<file path="src/rtl/core/job_slot_priority_scheduler_top_defines.svh">
// Assertion macros used by the job slot scheduler datapath.
`ifndef JOB_SLOT_PRIORITY_SCHEDULER_TOP_DEFINES_SVH
`define JOB_SLOT_PRIORITY_SCHEDULER_TOP_DEFINES_SVH

// Same-cycle implication, checked on every rising edge outside reset.
`define JSPS_ASSERT_IMP(label, ante, cons, msg) \
  label: assert property (@(posedge clk_i) disable iff (!rst_ni) (ante) |-> (cons)) \
    else $error(msg);

// Next-cycle implication, checked on every rising edge outside reset.
`define JSPS_ASSERT_NXT(label, ante, cons, msg) \
  label: assert property (@(posedge clk_i) disable iff (!rst_ni) (ante) |=> (cons)) \
    else $error(msg);

`endif

</file>
<file path="src/rtl/core/jsps_pkg.sv">
// Shared types, constants and event codes of the job slot scheduler.
`default_nettype none

package jsps_pkg;

  // Number of job slots and the width of a slot index.
  localparam int unsigned SLOTS = 10;
  localparam int unsigned IDX_W = (SLOTS > 1) ? $clog2(SLOTS) : 1;

  // Start value of the lowest-priority search for a new job.
  localparam logic signed [8:0] LOWEST_INIT = 9'(SLOTS - 1);

  // Event codes of a result.
  localparam logic [2:0] EV_REJECTED     = 3'd0;
  localparam logic [2:0] EV_STARTED      = 3'd1;
  localparam logic [2:0] EV_START_FAILED = 3'd2;
  localparam logic [2:0] EV_SUCCEEDED    = 3'd3;
  localparam logic [2:0] EV_FAILED       = 3'd4;

  // Input item.
  typedef struct packed {
    logic        op;
    logic [15:0] duration;
    logic        accepted;
    logic        start_check;
    logic        check_ok;
    logic        hold;
  } in_item_t;

  // Result item.
  typedef struct packed {
    logic [2:0] event_res;
    logic [3:0] slot;
    logic       last;
  } out_item_t;

  // Controller to datapath commands.
  typedef struct packed {
    logic       load;
    logic       step;
    logic       new_job;
    logic       clear_sel;
    logic       set_started;
    logic       disable_sel;
    logic       dec_rem;
    logic       raise;
    logic       emit;
    logic [2:0] emit_ev;
    logic       emit_last;
  } cmd_t;

  // Datapath to controller status.
  typedef struct packed {
    logic is_tick;
    logic skip;
    logic accepted;
    logic found;
    logic started;
    logic start_fail;
    logic end_next;
    logic check_ok;
    logic scan_last;
    logic out_free;
  } sts_t;

endpackage

`default_nettype wire

</file>
<file path="src/rtl/core/jsps_datapath.sv">
// Slot storage, slot scan, slot updates and result register.
`default_nettype none
`include "job_slot_priority_scheduler_top_defines.svh"

module jsps_datapath (
  input  wire logic                clk_i,
  input  wire logic                rst_ni,
  input  wire jsps_pkg::in_item_t  in_data_i,
  input  wire jsps_pkg::cmd_t      cmd_i,
  output jsps_pkg::sts_t           sts_o,
  output logic                     out_valid_o,
  input  wire logic                out_stall_i,
  output jsps_pkg::out_item_t      out_data_o
);
  import jsps_pkg::*;

  // Slot state.
  logic [SLOTS-1:0]   en_q, en_d;
  logic [SLOTS-1:0]   started_q, started_d;
  logic [SLOTS-1:0]   chkf_q, chkf_d;
  logic [15:0]        rem_q [SLOTS];
  logic [15:0]        rem_d [SLOTS];
  logic signed [7:0]  prio_q [SLOTS];
  logic signed [7:0]  prio_d [SLOTS];

  // Item and scan registers.
  in_item_t           item_q;
  logic [IDX_W-1:0]   idx_q, idx_d;
  logic [IDX_W-1:0]   sel_q, sel_d;
  logic               found_q, found_d;
  logic signed [7:0]  best_q, best_d;
  logic signed [8:0]  min_q, min_d;

  // Result register.
  logic               out_valid_q, out_valid_d;
  out_item_t          out_q, out_d;

  logic signed [8:0]  prio_m1;
  logic signed [7:0]  new_prio;
  logic [IDX_W+3:0]   sel_wide;
  logic               out_free;

  assign out_free = !out_valid_q || !out_stall_i;
  assign sel_wide = {4'b0000, sel_q};

  // Clamp the new job's priority at the floor.
  assign new_prio = (min_q < 9'sh180) ? 8'sh80 : min_q[7:0];
  assign prio_m1  = $signed({prio_q[idx_q][7], prio_q[idx_q]}) - 9'sd1;

  // Scan one slot a cycle: first free slot and lowest priority, or best slot.
  always_comb begin
    idx_d   = idx_q;
    sel_d   = sel_q;
    found_d = found_q;
    best_d  = best_q;
    min_d   = min_q;
    if (cmd_i.load) begin
      idx_d   = '0;
      found_d = 1'b0;
      min_d   = LOWEST_INIT;
    end else if (cmd_i.step) begin
      idx_d = idx_q + 1'b1;
      if (!item_q.op) begin
        if (!found_q && !en_q[idx_q]) begin
          sel_d   = idx_q;
          found_d = 1'b1;
        end
        if (en_q[idx_q] && (prio_m1 < min_q)) begin
          min_d = prio_m1;
        end
      end else if (en_q[idx_q] && (!found_q || (prio_q[idx_q] > best_q))) begin
        sel_d   = idx_q;
        best_d  = prio_q[idx_q];
        found_d = 1'b1;
      end
    end
  end

  // Apply slot updates.
  always_comb begin
    en_d      = en_q;
    started_d = started_q;
    chkf_d    = chkf_q;
    rem_d     = rem_q;
    prio_d    = prio_q;
    if (cmd_i.new_job) begin
      en_d[sel_q]      = 1'b1;
      started_d[sel_q] = 1'b0;
      chkf_d[sel_q]    = item_q.start_check;
      rem_d[sel_q]     = item_q.duration;
      prio_d[sel_q]    = new_prio;
    end
    if (cmd_i.set_started) begin
      started_d[sel_q] = 1'b1;
    end
    if (cmd_i.disable_sel) begin
      en_d[sel_q] = 1'b0;
    end
    if (cmd_i.dec_rem && (rem_q[sel_q] != 16'd0)) begin
      rem_d[sel_q] = rem_q[sel_q] - 16'd1;
    end
    if (cmd_i.raise) begin
      for (int i = 0; i < SLOTS; i++) begin
        if (en_q[i] && (IDX_W'(i) != sel_q) && (prio_q[i] != 8'sd127)) begin
          prio_d[i] = prio_q[i] + 8'sd1;
        end
      end
    end
    if (cmd_i.clear_sel) begin
      en_d[sel_q]      = 1'b0;
      started_d[sel_q] = 1'b0;
      chkf_d[sel_q]    = 1'b0;
      rem_d[sel_q]     = '0;
      prio_d[sel_q]    = '0;
    end
  end

  // Load a result, or drop it once transferred.
  always_comb begin
    out_valid_d = out_valid_q;
    out_d       = out_q;
    if (cmd_i.emit) begin
      out_valid_d     = 1'b1;
      out_d.event_res = cmd_i.emit_ev;
      out_d.slot      = sel_wide[3:0];
      out_d.last      = cmd_i.emit_last;
    end else if (!out_stall_i) begin
      out_valid_d = 1'b0;
    end
  end

  // Control registers.
  always_ff @(posedge clk_i or negedge rst_ni) begin
    if (!rst_ni) begin
      en_q        <= '0;
      started_q   <= '0;
      idx_q       <= '0;
      found_q     <= 1'b0;
      out_valid_q <= 1'b0;
    end else begin
      en_q        <= en_d;
      started_q   <= started_d;
      idx_q       <= idx_d;
      found_q     <= found_d;
      out_valid_q <= out_valid_d;
    end
  end

  // Payload registers.
  always_ff @(posedge clk_i) begin
    chkf_q <= chkf_d;
    rem_q  <= rem_d;
    prio_q <= prio_d;
    sel_q  <= sel_d;
    best_q <= best_d;
    min_q  <= min_d;
    out_q  <= out_d;
    if (cmd_i.load) begin
      item_q <= in_data_i;
    end
  end

  // Status toward the controller.
  always_comb begin
    sts_o.is_tick    = item_q.op;
    sts_o.skip       = item_q.hold;
    sts_o.accepted   = item_q.accepted;
    sts_o.found      = found_q;
    sts_o.started    = started_q[sel_q];
    sts_o.start_fail = chkf_q[sel_q] && !item_q.check_ok;
    sts_o.end_next   = (rem_q[sel_q] <= 16'd1);
    sts_o.check_ok   = item_q.check_ok;
    sts_o.scan_last  = (idx_q == IDX_W'(SLOTS - 1));
    sts_o.out_free   = out_free;
  end

  assign out_valid_o = out_valid_q;
  assign out_data_o  = out_q;

  `JSPS_ASSERT_IMP(a_new_job_free, cmd_i.new_job, !en_q[sel_q], "new job on an enabled slot")
  `JSPS_ASSERT_NXT(a_new_job_lands, cmd_i.new_job, en_q[$past(sel_q)], "new job not enabled")
  `JSPS_ASSERT_IMP(a_raise_on_end, cmd_i.raise, cmd_i.clear_sel, "raise without slot end")
  `JSPS_ASSERT_IMP(a_dec_started, cmd_i.dec_rem, en_q[sel_q] && started_q[sel_q], "bad decrement")
  `JSPS_ASSERT_IMP(a_no_overwrite, cmd_i.emit, out_free, "result overwritten before transfer")

endmodule

`default_nettype wire

</file>
<file path="src/rtl/core/jsps_ctrl.sv">
// Controller state machine that sequences scan, decision and result steps.
`default_nettype none

module jsps_ctrl (
  input  wire logic            clk_i,
  input  wire logic            rst_ni,
  input  wire logic            in_valid_i,
  output logic                 in_stall_o,
  input  wire jsps_pkg::sts_t  sts_i,
  output jsps_pkg::cmd_t       cmd_o
);
  import jsps_pkg::*;

  localparam logic [2:0] S_IDLE  = 3'd0;
  localparam logic [2:0] S_SCAN  = 3'd1;
  localparam logic [2:0] S_EVAL  = 3'd2;
  localparam logic [2:0] S_REJ   = 3'd3;
  localparam logic [2:0] S_SFAIL = 3'd4;
  localparam logic [2:0] S_START = 3'd5;
  localparam logic [2:0] S_COUNT = 3'd6;
  localparam logic [2:0] S_END   = 3'd7;

  logic [2:0] state_q, state_d;

  assign in_stall_o = (state_q != S_IDLE);

  // Next state and commands.
  always_comb begin
    state_d = state_q;
    cmd_o   = '0;
    case (state_q)
      S_IDLE: begin
        if (in_valid_i) begin
          cmd_o.load = 1'b1;
          state_d    = S_SCAN;
        end
      end
      S_SCAN: begin
        cmd_o.step = 1'b1;
        if (sts_i.scan_last) begin
          state_d = S_EVAL;
        end
      end
      S_EVAL: begin
        if (!sts_i.is_tick) begin
          if (!sts_i.found) begin
            state_d = S_IDLE;
          end else if (sts_i.accepted) begin
            cmd_o.new_job = 1'b1;
            state_d       = S_IDLE;
          end else begin
            state_d = S_REJ;
          end
        end else if (sts_i.skip || !sts_i.found) begin
          state_d = S_IDLE;
        end else if (sts_i.started) begin
          state_d = S_COUNT;
        end else if (sts_i.start_fail) begin
          state_d = S_SFAIL;
        end else begin
          state_d = S_START;
        end
      end
      S_REJ: begin
        if (sts_i.out_free) begin
          cmd_o.emit      = 1'b1;
          cmd_o.emit_ev   = EV_REJECTED;
          cmd_o.emit_last = 1'b1;
          cmd_o.clear_sel = 1'b1;
          state_d         = S_IDLE;
        end
      end
      S_SFAIL: begin
        if (sts_i.out_free) begin
          cmd_o.emit        = 1'b1;
          cmd_o.emit_ev     = EV_START_FAILED;
          cmd_o.emit_last   = 1'b1;
          cmd_o.set_started = 1'b1;
          cmd_o.disable_sel = 1'b1;
          state_d           = S_IDLE;
        end
      end
      S_START: begin
        if (sts_i.out_free) begin
          cmd_o.emit        = 1'b1;
          cmd_o.emit_ev     = EV_STARTED;
          cmd_o.emit_last   = !sts_i.end_next;
          cmd_o.set_started = 1'b1;
          state_d           = S_COUNT;
        end
      end
      S_COUNT: begin
        cmd_o.dec_rem = 1'b1;
        state_d       = sts_i.end_next ? S_END : S_IDLE;
      end
      S_END: begin
        if (sts_i.out_free) begin
          cmd_o.emit      = 1'b1;
          cmd_o.emit_ev   = sts_i.check_ok ? EV_SUCCEEDED : EV_FAILED;
          cmd_o.emit_last = 1'b1;
          cmd_o.clear_sel = 1'b1;
          cmd_o.raise     = 1'b1;
          state_d         = S_IDLE;
        end
      end
      default: begin
        state_d = S_IDLE;
      end
    endcase
  end

  // State register.
  always_ff @(posedge clk_i or negedge rst_ni) begin
    if (!rst_ni) begin
      state_q <= S_IDLE;
    end else begin
      state_q <= state_d;
    end
  end

endmodule

`default_nettype wire

</file>
<file path="src/rtl/core/job_slot_priority_scheduler_top.sv">
// An item scans all slots, one per cycle, then the decision state and any result states.
// A new item is taken only in the idle state, so each item finishes before the next one.
// Results register in a result state; a start result can be followed by the end result.
// A waiting result does not block the next transfer in until a new result must be loaded.
// Reset: asynchronous, clears slot enable and started flags, controller state and result valid; no clearing pass.
`default_nettype none

module job_slot_priority_scheduler_top (
  input  wire logic                 clk_i,
  input  wire logic                 rst_ni,
  input  wire logic                 in_valid_i,
  output logic                      in_stall_o,
  input  wire jsps_pkg::in_item_t   in_data_i,
  output logic                      out_valid_o,
  input  wire logic                 out_stall_i,
  output jsps_pkg::out_item_t       out_data_o
);
  import jsps_pkg::*;

  cmd_t cmd;
  sts_t sts;

  // Sequence each item.
  jsps_ctrl u_ctrl (
    .clk_i      (clk_i),
    .rst_ni     (rst_ni),
    .in_valid_i (in_valid_i),
    .in_stall_o (in_stall_o),
    .sts_i      (sts),
    .cmd_o      (cmd)
  );

  // Hold slot state and the result register.
  jsps_datapath u_datapath (
    .clk_i       (clk_i),
    .rst_ni      (rst_ni),
    .in_data_i   (in_data_i),
    .cmd_i       (cmd),
    .sts_o       (sts),
    .out_valid_o (out_valid_o),
    .out_stall_i (out_stall_i),
    .out_data_o  (out_data_o)
  );

endmodule

`default_nettype wire
</file>
<file path="config.mk">
export PLATFORM = sky130hd
export DESIGN_NAME = job_slot_priority_scheduler_top
export DESIGN_NICKNAME = d
export VERILOG_FILES = /design/src/rtl/core/jsps_pkg.sv /design/src/rtl/core/jsps_datapath.sv /design/src/rtl/core/jsps_ctrl.sv /design/src/rtl/core/job_slot_priority_scheduler_top.sv
export VERILOG_INCLUDE_DIRS = /design/src /design/src/rtl/core
export SDC_FILE = /design/constraint.sdc
export NUM_CORES = 1
export LEC_CHECK = 0
export BUFFER_PORTS_ARGS = -buffer_cell sky130_fd_sc_hd__buf_2
export CORE_UTILIZATION = 25
export DETAILED_ROUTE_END_ITERATION = 12
export SYNTH_ARGS = -nofsm -noshare
export SYNTH_HDL_FRONTEND = slang
export SYNTH_SLANG_ARGS = --single-unit
</file>
<file path="constraint.sdc">
create_clock -name clk_i -period 7.5 [get_ports clk_i]
set_input_delay 0 -clock clk_i [delete_from_list [all_inputs] [get_ports clk_i]]
set_output_delay 0 -clock clk_i [all_outputs]
set_load 0.03 [all_outputs]
</file>
==> results list <==
- The run finished with clean final reports.
- Count of different cell masters after synthesis: 70
- Post-Synth Simple-Gate Area: between 10% and 20%
- Using the TritonRoute via totals, the vias-per-cell ratio works out to between 5 and 6.
* IR Drop Worst-Case VDD: ~0.26 mV
- At the worst endpoint, the required time is 7.94 ns.
- Placed cell areas: a little under 0.02 sq mm
- Global-route usage over all layers: between 10% and 20%
* Type of element launching the critical path: flop
* Post-route cell area: 0.0210 sq mm
- Setup-violating endpoint count in the final report: 0
- The critical path goes through buf_4 > mux2_2 > a221oi_1 > nor2_1 > inv_1 > ha_1 > nand2b_1 > nor3_1 > xor2_1 > ha_1 > a21o_1 > a21o_1 > a21oi_1 > o211ai_1 > xor2_1 > nand3_1 > mux2_2.
- Weighted congestion at the end of routability-driven global placement: roughly 0.90
* Netlist Area Pre-Place: approximately 0.018 sq mm
* Setup slack after placement: approximately 2.4 ns
- Cell at the slowest stage of the critical path: sky130_fd_sc_hd__dfrtp_1
- Derived from the worst setup path, the maximum achievable clock frequency is 198 MHz.
* Fraction of layout instances using a drive strength above 1: 12.5%
- Data on the critical path arrives at its endpoint at 5.49 ns.
- For the pin with the worst max-slew slack, the measured transition is about 1.2 ns.
- Summing the areas of all compound-gate instances in the mapped netlist gives about a fifth of the synthesized area.
- In this run the mean area of a mapped cell was a little under 9 sq um.
- Post-synthesis cell count: a little over 2,000
* Detailed Routing Iterations Pass 1: 5
- The critical path is of the reg2reg type.
- The clock period could shrink to 5.05 ns.
- Entering global routing, the biggest net connects 84 pins.
- Hold timing on the final database bottoms out at a slack of 0.0793 ns.
- Class of the worst hold path: in2async
* Sequential cell area fraction in the yosys report: between 30% and 40%
- In the synthesized netlist the dominant register cell turns out to be sky130_fd_sc_hd__dfxtp_1.
- Synthesis-to-layout area growth: 14.6%
- For this run, the number of Yosys warnings is 0.
- Leakage power summed over all cells: approximately 0.008 uW
- The core region is roughly 0.072 sq mm.
- First-iteration detailed-routing DRC count: 1,897
- Parity-gate share of the synthesized area counting xor and xnor cells: 1.36%
- The count of endpoints failing hold in the final timing report was 0.
* Die W: about 270 um
- Async set or reset register ratio after synthesis: roughly 8.8%
- Number of clock sinks: approximately 330
* DR WL/cell: between 20 and 25 um
* Share of the clock period used by the worst path: about two thirds
* Crit. End Element: flop
- The share of synthesized area in the top cell type comes to 28.4%.
- Number of global-route vias before repair: 15,300
- Max-cap violations in this run came to 0.
* Total negative slack: 0 ns
* Via total after detailed routing: between 15,000 and 20,000
* RSZ-0062 raised after global routing: false
* CTS Buf Count: 40
* I/O pin count: 35
* CP max FO: 20
- Initial antenna violation count: 0
- By area, the combinational part of the netlist is dominated by simple AND/OR/NAND/NOR gates.
- Pwr dens: roughly 470 mW/mm^2
- Counting flops and latches in the post-synthesis netlist gives 329.
- Count of nets after finishing: roughly 2,100
- Number of synthesized flops with an enable pin: just over 40
* Max-slew violations: 0
- Maximum clock skew at final layout: 0.0266 ns
- Global routing finished with a remaining overflow of 0.
- Biggest cell delay along the critical path: between 0.7 and 0.8 ns
- Max-slew headroom: approximately a fifth
* Overall die height: 272 um
- Minimum setup slack in the final design: approximately 2.5 ns
* Post-route DRC: 0
- Summing the areas of all fa, ha and maj instances in the mapped netlist gives between 2 and 2.5% of the synthesized area.
- The first global-routing pass estimated ~96,000 um of wire.
- Site row count: between 90 and 100
- CTS HTree Levels: 2
- Clock tree synthesis selected as its root buffer the cell sky130_fd_sc_hd__clkbuf_16.
* Number of port buffers: 34
- CTS tree: yes
* Die area: ~0.074 sq mm
* Area leader, netlist: sky130_fd_sc_hd__dfxtp_1
- Clock-pin slew was measured on the worst setup and hold paths at 0.06 ns.
- Synthesized net count: around 2,100
- Starting density of the core: 25.4%
* Final WL: between 60,000 and 70,000 um
- The clock reaches the later pin of the worst-skew pair after roughly 0.57 ns.
* Cells taking the most area after synthesis: sky130_fd_sc_hd__dfxtp_1 28%, sky130_fd_sc_hd__a211oi_1 7.1%, sky130_fd_sc_hd__mux2i_1 6.8%
* Multiplexer area fraction after synthesis: about an eighth
* Gates resized, CTS repair: 0
* Post-detailed-route count of antenna-violating nets: 0
- Max Buffers Root-to-Sink: 3
- After legalization and detailed placement, the total HPWL measured ~40,000 um.
per-stage QoR:
stage / std cells / util, % / total power (uW)
2_1_floorplan: 2072 / - / 6450
3_3_place_gp: 2944 / 26.9 / 7730
3_5_place_dp: 2944 / 26.9 / 7760
4_1_cts: 3041 / 29.1 / 9770
5_1_grt: 3041 / 29.1 / 10400
6_report: 3042 / 29.1 / 9820
flip-flops by register name, summed over array words and instances, names as in the netlist, 8 cells and up:
signal                 flops
u_datapath.out_data_o      8
u_datapath.rem_q         160
u_datapath.best_q          8
u_datapath.min_q           9
u_datapath.prio_q         80
u_datapath.chkf_q         10
u_datapath.started_q      10
u_datapath.item_q         17
u_datapath.en_q           10
worst max-delay path: cells and delay by family, from the launching register on:
family,cells,cell delay (ns)
buffers and inverters,2,0.55
flip-flops,1,0.76
AO/OA/AOI/OAI,5,0.99
multiplexers,2,0.82
AND/OR/NAND/NOR,4,0.94
XOR/XNOR,2,0.38
adder cells (fa/ha/maj),2,0.47
metal layers:
metal	vias to the layer above	GRT usage [%]	part of all wire [%]
met2	719	25.4	43
met4	0	5.99	2.9
li1	7606	-	-
met1	7979	23.6	45
met3	126	2.63	8.2
met5	-	0	0
synthesized netlist by cell type, types with 9 or more instances:
| library cell | instances |
|---|---|
| sky130_fd_sc_hd__a22o_1 | 10 |
| sky130_fd_sc_hd__a31oi_1 | 11 |
| sky130_fd_sc_hd__xor2_1 | 9 |
| sky130_fd_sc_hd__xnor2_1 | 12 |
| sky130_fd_sc_hd__ha_1 | 32 |
| sky130_fd_sc_hd__mux2i_1 | 125 |
| sky130_fd_sc_hd__o32ai_1 | 41 |
| sky130_fd_sc_hd__mux2_2 | 30 |
| sky130_fd_sc_hd__o22ai_1 | 31 |
| sky130_fd_sc_hd__buf_2 | 30 |
| sky130_fd_sc_hd__dfrtp_1 | 29 |
| sky130_fd_sc_hd__mux4_2 | 37 |
| sky130_fd_sc_hd__nor2_1 | 224 |
| sky130_fd_sc_hd__edfxtp_1 | 41 |
| sky130_fd_sc_hd__nand3_1 | 60 |
| sky130_fd_sc_hd__a21oi_1 | 88 |
| sky130_fd_sc_hd__and3_1 | 100 |
| sky130_fd_sc_hd__a22oi_1 | 11 |
| sky130_fd_sc_hd__inv_1 | 37 |
| sky130_fd_sc_hd__nand2b_1 | 22 |
| sky130_fd_sc_hd__a211oi_2 | 9 |
| sky130_fd_sc_hd__o21ai_1 | 19 |
| sky130_fd_sc_hd__a211oi_1 | 174 |
| sky130_fd_sc_hd__nor3b_1 | 12 |
| sky130_fd_sc_hd__a221oi_1 | 13 |
| sky130_fd_sc_hd__o21ai_0 | 83 |
| sky130_fd_sc_hd__nand2_1 | 261 |
| sky130_fd_sc_hd__nor3_1 | 13 |
| sky130_fd_sc_hd__dfxtp_1 | 259 |
| sky130_fd_sc_hd__and2_1 | 28 |
| sky130_fd_sc_hd__buf_4 | 12 |
| sky130_fd_sc_hd__clkbuf_1 | 101 |
cell families (layout without fill, tap and decap cells):
logic type,Yosys count,count (layout)
adder cells (fa/ha/maj),32,32
buffers and inverters,190,209
AO/OA/AOI/OAI,530,530
other,0,1
flip-flops,329,329
XOR/XNOR,25,25
AND/OR/NAND/NOR,774,774
multiplexers,192,192
power breakdown:
part | leakage (uW) | internal [uW] | switching, uW | total (uW)
sequential | 0.00293 | 2640 | 764 | 3400
clock | 0.000655 | 1160 | 798 | 1960
combinational | 0.00429 | 1810 | 2650 | 4460
cells in the final DEF (no fill, tap or decap), types with 7 or more instances in the layout:
cell / instances
sky130_fd_sc_hd__xnor2_1: 12
sky130_fd_sc_hd__nor2_2: 19
sky130_fd_sc_hd__clkbuf_16: 42
sky130_fd_sc_hd__buf_2: 34
sky130_fd_sc_hd__a221oi_1: 13
sky130_fd_sc_hd__a211o_1: 7
sky130_fd_sc_hd__nor2_1: 206
sky130_fd_sc_hd__a22oi_1: 11
sky130_fd_sc_hd__mux2_2: 30
sky130_fd_sc_hd__ha_1: 32
sky130_fd_sc_hd__nand3b_1: 8
sky130_fd_sc_hd__a31oi_1: 11
sky130_fd_sc_hd__and3_1: 100
sky130_fd_sc_hd__inv_1: 36
sky130_fd_sc_hd__o22ai_1: 31
sky130_fd_sc_hd__o21ai_0: 83
sky130_fd_sc_hd__nand2_1: 261
sky130_fd_sc_hd__o21ai_1: 19
sky130_fd_sc_hd__a22o_1: 10
sky130_fd_sc_hd__nor3b_1: 12
sky130_fd_sc_hd__and2_1: 28
sky130_fd_sc_hd__nor2_4: 7
sky130_fd_sc_hd__a21oi_1: 88
sky130_fd_sc_hd__nand2b_1: 22
sky130_fd_sc_hd__xor2_1: 9
sky130_fd_sc_hd__edfxtp_1: 41
sky130_fd_sc_hd__mux4_2: 37
sky130_fd_sc_hd__a211oi_1: 174
sky130_fd_sc_hd__mux2i_1: 125
sky130_fd_sc_hd__o32ai_1: 41
sky130_fd_sc_hd__dlygate4sd3_1: 24
sky130_fd_sc_hd__dfrtp_1: 29
sky130_fd_sc_hd__nand3_1: 60
sky130_fd_sc_hd__nor3_1: 12
sky130_fd_sc_hd__clkbuf_1: 10
sky130_fd_sc_hd__dfxtp_1: 259
sky130_fd_sc_hd__buf_4: 40
sky130_fd_sc_hd__clkbuf_8: 10
sky130_fd_sc_hd__a21o_1: 8
final timing paths:
| path | startpoint | to | slack, ns | cells past startpoint |
|---|---|---|---|---|
| min | rst_ni | u_datapath.out_valid_o$_DFFE_PN0P_ | 0.08 | 2 |
| max in group asynchronous | rst_ni | u_datapath.started_q[4]$_DFF_PN0_ | 6.90 | 2 |
| max reg2reg | u_datapath.idx_q[0]$_DFFE_PN0P_ | u_datapath.min_q[5]$_SDFFE_PP0P_ | 2.45 | 17 |
| min reg2reg | u_datapath.chkf_q[7]$_DFF_P_ | u_datapath.chkf_q[7]$_DFF_P_ | 0.45 | 2 |
| min in group clk_i | in_data_i[17] | u_datapath.item_q[17]$_DFFE_PP_ | 0.15 | 2 |
| max | u_datapath.idx_q[0]$_DFFE_PN0P_ | u_datapath.min_q[5]$_SDFFE_PP0P_ | 2.45 | 17 |
layout make-up:
| class | instances | area [sq um] |
|---|---|---|
| diodes | 1 | 2.50 |
| clock buffers | 62 | 1230 |
| clock inverters | 11 | 105 |
| fillers | 7574 | 51000 |
| inverters | 37 | 139 |
| multi-input cells | 1553 | 10400 |
| flip-flops and latches | 329 | 7140 |
| well taps | 950 | 1190 |
| repair buffers | 99 | 731 |
repair_timing:
action / in CTS / in global routing
endpoints found under the hold margin: 53 / 0
hold buffers: 24 / 0
setup buffers: 0 / 0
(Power assumes the default switching activity.)
